File: config.mk
export PLATFORM = sky130hd
export DESIGN_NAME = salc_ctrl
export DESIGN_NICKNAME = d
export VERILOG_FILES = /design/src/hw/rtl/salc_pkg.sv /design/src/hw/rtl/salc_ctrl.sv
export SDC_FILE = /design/constraint.sdc
export NUM_CORES = 1
export LEC_CHECK = 0
export ABC_AREA = 1
export BUFFER_PORTS_ARGS = -buffer_cell sky130_fd_sc_hd__clkbuf_2
export CAP_MARGIN = 40
export CORE_AREA = 5 5 42 44
export CTS_BUF_LIST = sky130_fd_sc_hd__clkbuf_8
export DETAILED_ROUTE_END_ITERATION = 10
export DIE_AREA = 0 0 47 49
export GPL_TIMING_DRIVEN = 0
export MAX_ROUTING_LAYER = met4
export PLACE_DENSITY = 0.3
export SETUP_SLACK_MARGIN = 0.02
export SYNTH_ARGS = -nofsm -noshare
export SYNTH_HDL_FRONTEND = slang
export SYNTH_SLANG_ARGS = --single-unit
File: constraint.sdc
create_clock -name clk_i -period 2.03 [get_ports clk_i]
set_input_delay 0 -clock clk_i [delete_from_list [all_inputs] [get_ports clk_i]]
set_output_delay 0 -clock clk_i [all_outputs]
set_load 0.01 [all_outputs]
File: src/hw/rtl/salc_pkg.sv
`timescale 1ns / 1ps
`default_nettype none
package salc_pkg;
  localparam int unsigned MaxSetsDef   = 256;
  localparam int unsigned MaxWaysDef   = 8;
  localparam int unsigned AddrWidthDef = 32;
  localparam int unsigned CntW         = 32;

  typedef enum logic [1:0] {
    CFG_OFFSET_BITS = 2'd0,
    CFG_INDEX_BITS  = 2'd1,
    CFG_WAYS_IN_USE = 2'd2
  } cfg_idx_e;

  typedef enum logic [1:0] {
    OP_READ  = 2'd0,
    OP_WRITE = 2'd1,
    OP_FETCH = 2'd2
  } opcode_e;

  typedef enum logic [1:0] {
    ST_CLEAR,
    ST_IDLE,
    ST_LOOKUP,
    ST_OUT
  } state_e;

  // controller -> datapath
  typedef struct packed {
    logic clear_en;
    logic accept;
    logic resolve;
    logic out_pop;
  } ctl_cmd_t;

  // datapath -> controller
  typedef struct packed {
    logic clear_done;
    logic out_full;
  } ctl_sts_t;
endpackage
`default_nettype wire

File: src/hw/rtl/salc_ctrl.sv
`timescale 1ns / 1ps
`default_nettype none
module salc_ctrl import salc_pkg::*; (
  input  wire logic     clk_i,
  input  wire logic     rst_ni,
  input  wire logic     in_valid_i,
  output      logic     in_ready_o,
  input  wire logic     out_ready_i,
  input  wire ctl_sts_t sts_i,
  output      ctl_cmd_t cmd_o
);
  state_e state_q, state_d;

  always_ff @(posedge clk_i or negedge rst_ni) begin
    if (!rst_ni) begin
      state_q <= ST_CLEAR;
    end else begin
      state_q <= state_d;
    end
  end

  always_comb begin
    state_d = state_q;
    unique case (state_q)
      ST_CLEAR:  if (sts_i.clear_done) state_d = ST_IDLE;
      ST_IDLE:   if (in_valid_i) state_d = ST_LOOKUP;
      ST_LOOKUP: state_d = ST_OUT;
      ST_OUT: begin
        // the result register drains; take the next item once room is assured
        if (!sts_i.out_full || out_ready_i) begin
          state_d = in_valid_i ? ST_LOOKUP : ST_IDLE;
        end
      end
      default:   state_d = ST_CLEAR;
    endcase
  end

  always_comb begin
    cmd_o      = '0;
    in_ready_o = 1'b0;
    unique case (state_q)
      ST_CLEAR:  cmd_o.clear_en = 1'b1;
      ST_IDLE: begin
        in_ready_o   = 1'b1;
        cmd_o.accept = in_valid_i;
      end
      ST_LOOKUP: cmd_o.resolve = 1'b1;
      ST_OUT: begin
        in_ready_o   = !sts_i.out_full || out_ready_i;
        cmd_o.accept = in_valid_i && in_ready_o;
      end
      default: ;
    endcase
    cmd_o.out_pop = out_ready_i;
  end
endmodule
`default_nettype wire

# Word-level counts from Yosys, hierarchy flattened
# Cells that the tools add are included.
# word_totals
elab_cells	21
out_inout_bits	5
regBits	2
input_bits	6
# classes
n_mux	9
reduce_logical	5
n_eq_ne	6
# op_table
operator	count
2-bit 2-to-1 mux	4
2-bit case mux with 4 select lines	1
2-bit != test, second input constant	3
2-bit == test, second input constant	2
1-bit case mux with 2 select lines	2
3-bit AND reduction	1
2-bit by 1-bit == test with 1-bit output, second input constant	1
2-bit zero test	1
1-bit 2-to-1 mux	2
1-bit logical AND	1
1-bit zero test	1
1-bit logical OR	1

# Longest topological paths before layout
# Gate-level depths: netlist (run 1).
# depth
depth_word	4
mapped_depth	5

# Worst setup path after synthesis (run 1)
# No wires, ideal clock.
# synth_path
path_type	reg-to-reg
start	reg state_q[0]
end	reg state_q[0]
t_arrival_ns	0.747
path_stages_with_launch	5
path_slack_ns	1.170
path_buffers	0
setup_ns	0.113
path_cell_list	dfrtp_1 -> nor2_1 -> nand2_1 -> nand2_1 -> inv_1
# synth_between
elab_chain_cells	3
word_cells_on_any_way	9
cone_classes	6 x eq/ne; 1 x mux; 2 x reduce/logical
# synth_lines
item	line_no	text
start, declared	salc_ctrl.sv:12	state_e state_q, state_d;
start signal, assigned	salc_ctrl.sv:18	state_q <= state_d;
2-bit == test, or another cell as far along	salc_ctrl.sv:24	unique case (state_q)
2-bit != test (no source line)	-	
3-bit AND reduction (no source line)	-	
# Several ways; a longest one is shown, not always the timed one.
# A chain may end at the register's enable or synchronous reset.

==> impl_results.rst, run 1 <==
.. list-table::
   :header-rows: 1

   * - Metric
     - Value
   * - Residual DRC count
     - 0
   * - Fraction of registers with async set or reset after synthesis
     - 100%
   * - Multiplexer share of the synthesized area
     - 0%
   * - Leading cell type by number of instances after synthesis
     - sky130_fd_sc_hd__inv_1
   * - Final critical path time including I/O delays and setup
     - 1.04 ns
   * - Post-Route WL
     - around 370 um
   * - Power density relative to cell area
     - ~1200 nW/um2
   * - Vias/cell
     - 2.92
   * - Number of CTS-inserted buffers
     - 3
   * - Standard-cell row count
     - 14
   * - Antenna cells
     - 0
   * - Die footprint
     - 2300 um2
   * - Total via count after detailed routing
     - approximately 140
   * - Initial antenna violation count
     - 0
   * - Number of max-cap violations
     - 0
   * - Total Power Consumption
     - approximately 290 uW
   * - Sum of negative setup slack
     - 0 ns
   * - Highest-delay cell along the critical path
     - sky130_fd_sc_hd__dfrtp_1
   * - Total of buffers placed on input and output ports
     - 10
   * - Peak supply drop
     - 0.000384 V
   * - Clock network fraction of design power
     - 52.8%
   * - Complex-gate fraction of the synthesized area
     - 0%
   * - Run status
     - completed
   * - Clk_skew
     - roughly 0.000066 ns
   * - Ports placed on the boundary
     - 11
   * - Number of distinct library cells after synthesis
     - 6
   * - Register with the most flip-flops
     - state_q
   * - Root cell of the clock tree
     - sky130_fd_sc_hd__clkbuf_8
   * - Ratio of final minimum period to clock period
     - 51.0%
   * - Setup repair after global routing missed its margin
     - false
   * - Path category of the worst min-delay check
     - input pin to flop
   * - Leading cell types by count after synthesis
     - 7 x sky130_fd_sc_hd__inv_1, 4 x sky130_fd_sc_hd__nand2_1, 3 x sky130_fd_sc_hd__nor2_1
   * - Number of warning messages in the yosys log
     - 0
   * - Mapped cell area
     - 120 um2
   * - Commonest register cell after synthesis
     - sky130_fd_sc_hd__dfrtp_1
   * - Overall track demand over capacity in global routing
     - 3.82%
   * - Starting density of the core
     - between 8 and 9%
   * - Pin count of the biggest net entering global routing
     - 4
   * - Syn avg cell area
     - about 6.3 um2
   * - Share of layout cells above drive strength 1
     - between 40% and 50%
   * - Vias in the first global route
     - 157
   * - Final hold viol count
     - 0
   * - Iteration-0 DRC count of the detailed router
     - 2
   * - Max clock buf depth
     - 2
   * - Cell occurring most often along the worst timing path
     - sky130_fd_sc_hd__nand3_1
   * - Later-pin clock latency in the skew report
     - 0.21 ns
   * - Number of endpoints failing setup at the final stage
     - 0
   * - P_sw
     - 83.2 uW
   * - Count of antenna-violating nets left after detailed routing
     - 0
   * - Largest family of logic cells by synthesized area
     - simple AND/OR/NAND/NOR gates
   * - Cell types occupying the most area after synthesis
     - sky130_fd_sc_hd__dfrtp_1 42%, sky130_fd_sc_hd__inv_1 22%, sky130_fd_sc_hd__nand2_1 13%
   * - PnR worst setup slack
     - 0.995 ns
   * - Worst path bufs/invs
     - 2
   * - Actual transition at the worst max-transition pin
     - around 0.13 ns
   * - Largest fanout of any net on the critical path
     - 3
   * - Number of flip-flops in the largest register
     - 2
   * - Routability-driven placement congestion ratio
     - ~0.6
   * - Worst-case setup slack after placement
     - 1.16 ns
   * - Height of the chip
     - 49 um
   * - Max H-tree Level
     - 1
   * - Max stage delay on crit path
     - 0.39 ns
   * - Area inside the core boundary
     - 1400 um2
   * - Data arrival time of the worst path
     - 1.04 ns
   * - Regs by FF count
     - state_q (2)
   * - Cell count after synthesis
     - 19
   * - Worst Setup SP
     - state_q[1]$_DFFE_PN0P_
   * - Number of max-slew violations in the final report
     - 0
   * - Routed length per instance
     - 7.49 um
   * - Post-synth top area share
     - about two fifths
   * - Part of the power in registers
     - between 20% and 30%
   * - Share of total power consumed by net switching
     - 28.4%
   * - PostCTS Resize Cnt
     - 0
   * - Internal power
     - between 200 and 250 uW
   * - Area share of and/or/nand/nor cells after synthesis
     - 30.2%
   * - Nature of the critical path startpoint
     - flop
   * - Wire length of the first global-routing pass
     - 517 um
   * - Leakage power of the design
     - 0.000162 uW
   * - Post-synth EDFFs
     - 0
   * - Met1 layer wirelength in the final routing
     - ~180 um
   * - Post-synthesis register bit count
     - 2
   * - Max Freq
     - 966 MHz
   * - Clock sink total
     - 2
   * - CTS clk-pin slew, worst paths
     - around 0.03 ns
   * - Post-layout net count
     - 41
   * - Met2 WL post-DR
     - 121 um
   * - Headroom to the max-slew limit
     - 91.3%
   * - Drt pass-1 iters
     - 2
   * - Layout overhead on the synthesized area
     - 101%
   * - Startpoint of the lowest-slack hold path
     - sts_i[1]
   * - Syn Nets
     - 25
   * - Category of the most critical setup path
     - flop to output pin
   * - CTS tree
     - built
   * - Top layer reached by signal wires
     - met3
   * - Largest delay contributor family on the critical path
     - flip-flops
   * - Parity-gate share of the synthesized area counting xor and xnor cells
     - 0%
   * - Adder-cell share of the synthesized area
     - 0%
   * - Critical Path Sink Type
     - output pin
   * - Die X
     - 47 um
   * - Gr ovfl total
     - 0
   * - Combinational Power Share
     - 25.6%
   * - Met3 Wirelength
     - approximately 60 um
   * - Largest area contributor in the netlist
     - sky130_fd_sc_hd__dfrtp_1
   * - Cell chain of the critical path
     - nand3_1, nand3_1, inv_1, clkbuf_2
   * - Crit Reg-Reg Startpoint
     - state_q[1]$_DFFE_PN0P_
   * - Endpoint required time on the critical path
     - approximately 2.0 ns
   * - Sequential cell area fraction in the yosys report
     - 41.7%
==> power groups by stage <==
stage / clock network (uW) / registers (uW) / logic [uW]
after detailed placement: 0 / 64.3 / 75.7
final: 155 / 63.1 / 75.1
after global placement: 0 / 63.0 / 76.7
after CTS: 161 / 63.5 / 77.6
after floorplan: 0 / 60.1 / 44.0
after global routing: 161 / 64.9 / 85.0
==> final cells by class <==
type / instances / area (um2)
Fill cell: 172 / 1160
Timing Repair Buffer: 11 / 60.1
Sequential cell: 2 / 50.0
Clock buffer: 3 / 41.3
Multi-Input combinational cell: 9 / 36.3
Inverter: 7 / 26.3
Tap cell: 16 / 20.0
Buffer: 1 / 7.51
==> cells in the final DEF, fill, tap and decap left out, drive strengths merged <==
cell type    instances
clkbuf              13
dfrtp                2
nand3                2
dlygate4sd3          1
inv                  7
nand2                4
nor2                 3
buf                  1
==> kinds of logic (layout without fill, tap and decap cells) <==
family | count (synthesis) | after routing
buffers and inverters | 8 | 22
flip-flops | 2 | 2
AND/OR/NAND/NOR | 9 | 9
==> metal layers <==
layer,GRT usage (%),vias up
met5,-,-
met4,6.91,0
met3,1.11,0
met2,3.85,11
met1,3.95,53
li1,-,79
==> metrics by stage <==
| step | utilization [%] | instance area [um2] | cells | hold WS (ns) |
|---|---|---|---|---|
| 5_1_grt | 17.2 | 241 | 49 | 0.0973 |
| 6_report | 17.2 | 241 | 49 | 0.0587 |
| 4_1_cts | 17.2 | 241 | 49 | 0.0571 |
| 2_1_floorplan | - | 120 | 19 | -0.296 |
| 3_3_place_gp | 13.6 | 190 | 45 | -0.207 |
| 3_5_place_dp | 13.6 | 190 | 45 | -0.211 |
==> path summary, 6_finish.rpt <==
check                           depth (start not counted)  slack [ns]                     end
worst min register to register                          4        0.59  state_q[0]$_DFFE_PN0P_
worst max register to register                          4        1.18  state_q[0]$_DFFE_PN0P_
max in group asynchronous                               2        1.82  state_q[1]$_DFFE_PN0P_
worst min-delay path                                    5        0.06  state_q[0]$_DFFE_PN0P_
min in group asynchronous                               2        0.12  state_q[0]$_DFFE_PN0P_
worst max-delay path                                    4        0.99                cmd_o[2]
==> tightest hold or removal path, stage by stage <==
cell	delay [ns]
sky130_fd_sc_hd__clkbuf_2	0.07
sky130_fd_sc_hd__inv_1	0.03
sky130_fd_sc_hd__nand2_1	0.05
sky130_fd_sc_hd__nand2_1	0.04
sky130_fd_sc_hd__inv_1	0.04
==> repair_timing <==
action                                  in CTS  in global routing
hold buffers                                 1                  0
buffers inserted                             0                  0
endpoints found under the setup margin       0                  0
hold endpoints to repair                     2                  0
(Power assumes the default switching activity.)
==> run 2, diff against run 1 <==
==> constraint.sdc (replaced) <==
create_clock -name clk_i -period 0.85 [get_ports clk_i]
set_input_delay 0 -clock clk_i [delete_from_list [all_inputs] [get_ports clk_i]]
set_output_delay 0 -clock clk_i [all_outputs]
set_load 0.01 [all_outputs]
==> impl_results.rst, run 2 (synthesis gave the netlist of run 1 again) <==
.. list-table::
   :header-rows: 1

   * - Metric
     - Value
   * - Run status
     - complete, but fails checks
   * - Failing checks
     - setup timing
   * - Ratio of final minimum period to clock period
     - 114%
   * - Area of placed instances
     - 193 um2
   * - Max clock buf depth
     - 2
   * - Max H-tree Level
     - 1
   * - Depth of the worst register-to-register path
     - 5
   * - Leading cell type in the layout, fill and taps excluded
     - sky130_fd_sc_hd__clkbuf_2
   * - Crit Reg-Reg Endpoint
     - state_q[0]$_DFFE_PN0P_
   * - Number of CTS-inserted buffers
     - 3
   * - Fin area
     - 280 um2
   * - Regs by FF count
     - state_q (2)
   * - Ports placed on the boundary
     - 11
   * - Total Power Consumption
     - 792 uW
   * - Sink of the worst hold path
     - state_q[0]$_DFFE_PN0P_
   * - Combinational Power Share
     - 32.7%
   * - Layout overhead on the synthesized area
     - 133%
   * - Post-Route WL
     - 398 um
   * - Standard-cell row count
     - 14
   * - Later-pin clock latency in the skew report
     - 0.21 ns
   * - Cell count of the worst hold path
     - 5
   * - Die footprint
     - approximately 2300 um2
   * - Routing usage on met1
     - roughly 4.6%
   * - P_sw
     - around 240 uW
   * - Count of fill cells added during filler insertion
     - 166
   * - Share of total power consumed by net switching
     - a little under a third
   * - Clock sink total
     - 2
   * - Actual transition at the worst max-transition pin
     - 0.136 ns
   * - Share of layout cells above drive strength 1
     - 68.6%
   * - Dpl hpwl
     - 291 um
   * - Area inside the core boundary
     - between 1000 and 1500 um2
   * - Height of the chip
     - 49 um
   * - Routed length per instance
     - between 7 and 8 um
   * - Drt pass-1 iters
     - 1
   * - Peak supply drop
     - 0.00120 V
   * - Met3 Track Usage GR
     - between 1 and 1.5%
   * - CTS clk-pin slew, worst paths
     - 0.03 ns
   * - Overall track demand over capacity in global routing
     - 3.83%
   * - Endpoint required time on the critical path
     - 0.85 ns
   * - Number of endpoints failing setup at the final stage
     - 6
   * - Category of the most critical setup path
     - flop to output pin
   * - Pin count of the biggest net entering global routing
     - 4
   * - Highest-delay cell along the critical path
     - sky130_fd_sc_hd__dfrtp_1
   * - Vias in the first global route
     - 156
   * - Nature of the critical path startpoint
     - flop
   * - Final hold viol count
     - 0
   * - Commonest cells after routing, fill and taps aside
     - 8 x sky130_fd_sc_hd__clkbuf_2, 4 x sky130_fd_sc_hd__inv_1
   * - Total via count after detailed routing
     - 149
   * - Residual DRC count
     - 0
   * - Antenna cells
     - 0
   * - Register-to-register path setup slack
     - -0.08 ns
   * - Path category of the worst min-delay check
     - input pin to flop
   * - Final critical path time including I/O delays and setup
     - 0.968 ns
   * - Startpoint of the lowest-slack hold path
     - sts_i[1]
   * - Register with the most flip-flops
     - state_q
   * - Cell chain of the critical path
     - nand3_2, inv_2, nor2_1, buf_2
   * - Total of buffers placed on input and output ports
     - 10
   * - Data arrival time of the worst path
     - 0.97 ns
   * - Leakage power of the design
     - 0.000171 uW
   * - Internal power
     - ~550 uW
   * - Die X
     - 47 um
   * - Root cell of the clock tree
     - sky130_fd_sc_hd__clkbuf_8
   * - PnR worst setup slack
     - -0.118 ns
   * - Largest fanout of any net on the critical path
     - 3
   * - Number of max-slew violations in the final report
     - 0
   * - Count of antenna-violating nets left after detailed routing
     - 0
   * - Post-layout net count
     - 43
   * - Min Hold Slack
     - ~0.057 ns
   * - Clk_skew
     - 0.000389 ns
   * - Number of max-cap violations
     - 0
   * - Vias/cell
     - around 3
   * - Crit Reg-Reg Startpoint
     - state_q[1]$_DFFE_PN0P_
   * - Initial antenna violation count
     - 0
   * - Most Crowded Layer GR
     - met4
   * - Max Freq
     - between 1000 and 1500 MHz
   * - Gr ovfl total
     - 0
   * - GR met2 Demand/Resource
     - 3.85%
   * - Clock network fraction of design power
     - 47.3%
   * - Headroom to the max-slew limit
     - between 90% and 100%
   * - Setup repair after global routing missed its margin
     - true
   * - Part of the power in registers
     - 19.9%
   * - CTS tree
     - built
   * - Starting density of the core
     - 8.57%
   * - Number of flip-flops in the largest register
     - 2
   * - Power density relative to cell area
     - 2830 nW/um2
   * - Routability-driven placement congestion ratio
     - 0.552
   * - Iteration-0 DRC count of the detailed router
     - 0
   * - Max stage delay on crit path
     - about 0.40 ns
   * - Wire length of the first global-routing pass
     - 545 um
   * - Critical Path Sink Type
     - output pin
## run 2: changes by cell type in the layout (fill, tap and decap cells not counted), sizes merged
cell    before  now
buf          1    5
clkbuf      13   11
## run 2: through the flow
step                      std cells  worst slack [ns]  util, %  setup TNS, ns
after floorplan                  19            0.0410        -              0
after global routing             51            -0.164     20.0         -0.798
final                            51            -0.118     20.0         -0.497
after detailed placement         45           -0.0321     13.8        -0.0384
after CTS                        51            -0.128     19.2         -0.567
after global placement           45           -0.0217     13.8        -0.0217
## run 2: final cells by class
| cell class | instances | area [um2] | area share, % |
|---|---|---|---|
| Multi-Input combinational cell | 9 | 53.8 | 19.2 |
| Timing Repair Buffer | 13 | 81.3 | 29.0 |
| Buffer | 1 | 7.51 | 2.68 |
| Tap cell | 16 | 20.0 | 7.14 |
| Clock buffer | 3 | 41.3 | 14.7 |
| Sequential cell | 2 | 50.0 | 17.9 |
| Inverter | 7 | 26.3 | 9.37 |
## run 2: worst max-delay path by stage
| stage | slack, ns | end | start |
|---|---|---|---|
| 2_1_floorplan | 0.04 | state_q[0]$_DFFE_PN0P_ | state_q[0]$_DFFE_PN0P_ |
| 3_3_place_gp | -0.02 | state_q[0]$_DFFE_PN0P_ | state_q[1]$_DFFE_PN0P_ |
| 3_5_place_dp | -0.03 | state_q[0]$_DFFE_PN0P_ | state_q[1]$_DFFE_PN0P_ |
| 4_1_cts | -0.13 | in_ready_o | state_q[1]$_DFFE_PN0P_ |
| 5_1_grt | -0.16 | in_ready_o | state_q[1]$_DFFE_PN0P_ |
| 6_report | -0.12 | in_ready_o | state_q[1]$_DFFE_PN0P_ |
## run 2: power by group through the flow
stage / Clock, uW / Combinational [uW] / Sequential [uW]
final: 375 / 259 / 158
after global routing: 389 / 290 / 164
after CTS: 389 / 232 / 158
after detailed placement: 0 / 184 / 156
after global placement: 0 / 185 / 155
after floorplan: 0 / 107 / 149
## run 2: repair_timing
action,4_1_cts,5_1_grt
endpoints found under the hold margin,2,0
buffers inserted,2,0
endpoints found under the setup margin,6,6
gates resized for setup,2,8
hold buffers,1,0
pin swaps,3,5
## run 2: worst max-delay path: cells and delay by family, from the launching register on
kind / cells / cell delay, ns
buffers and inverters: 2 / 0.17
flip-flops: 1 / 0.40
AND/OR/NAND/NOR: 2 / 0.18
## run 2: routing by layer
layer,vias to the layer above,share of wire (%)
met1,51,50
li1,83,-
met5,-,0
met4,0,4.3
met3,2,18
met2,13,27
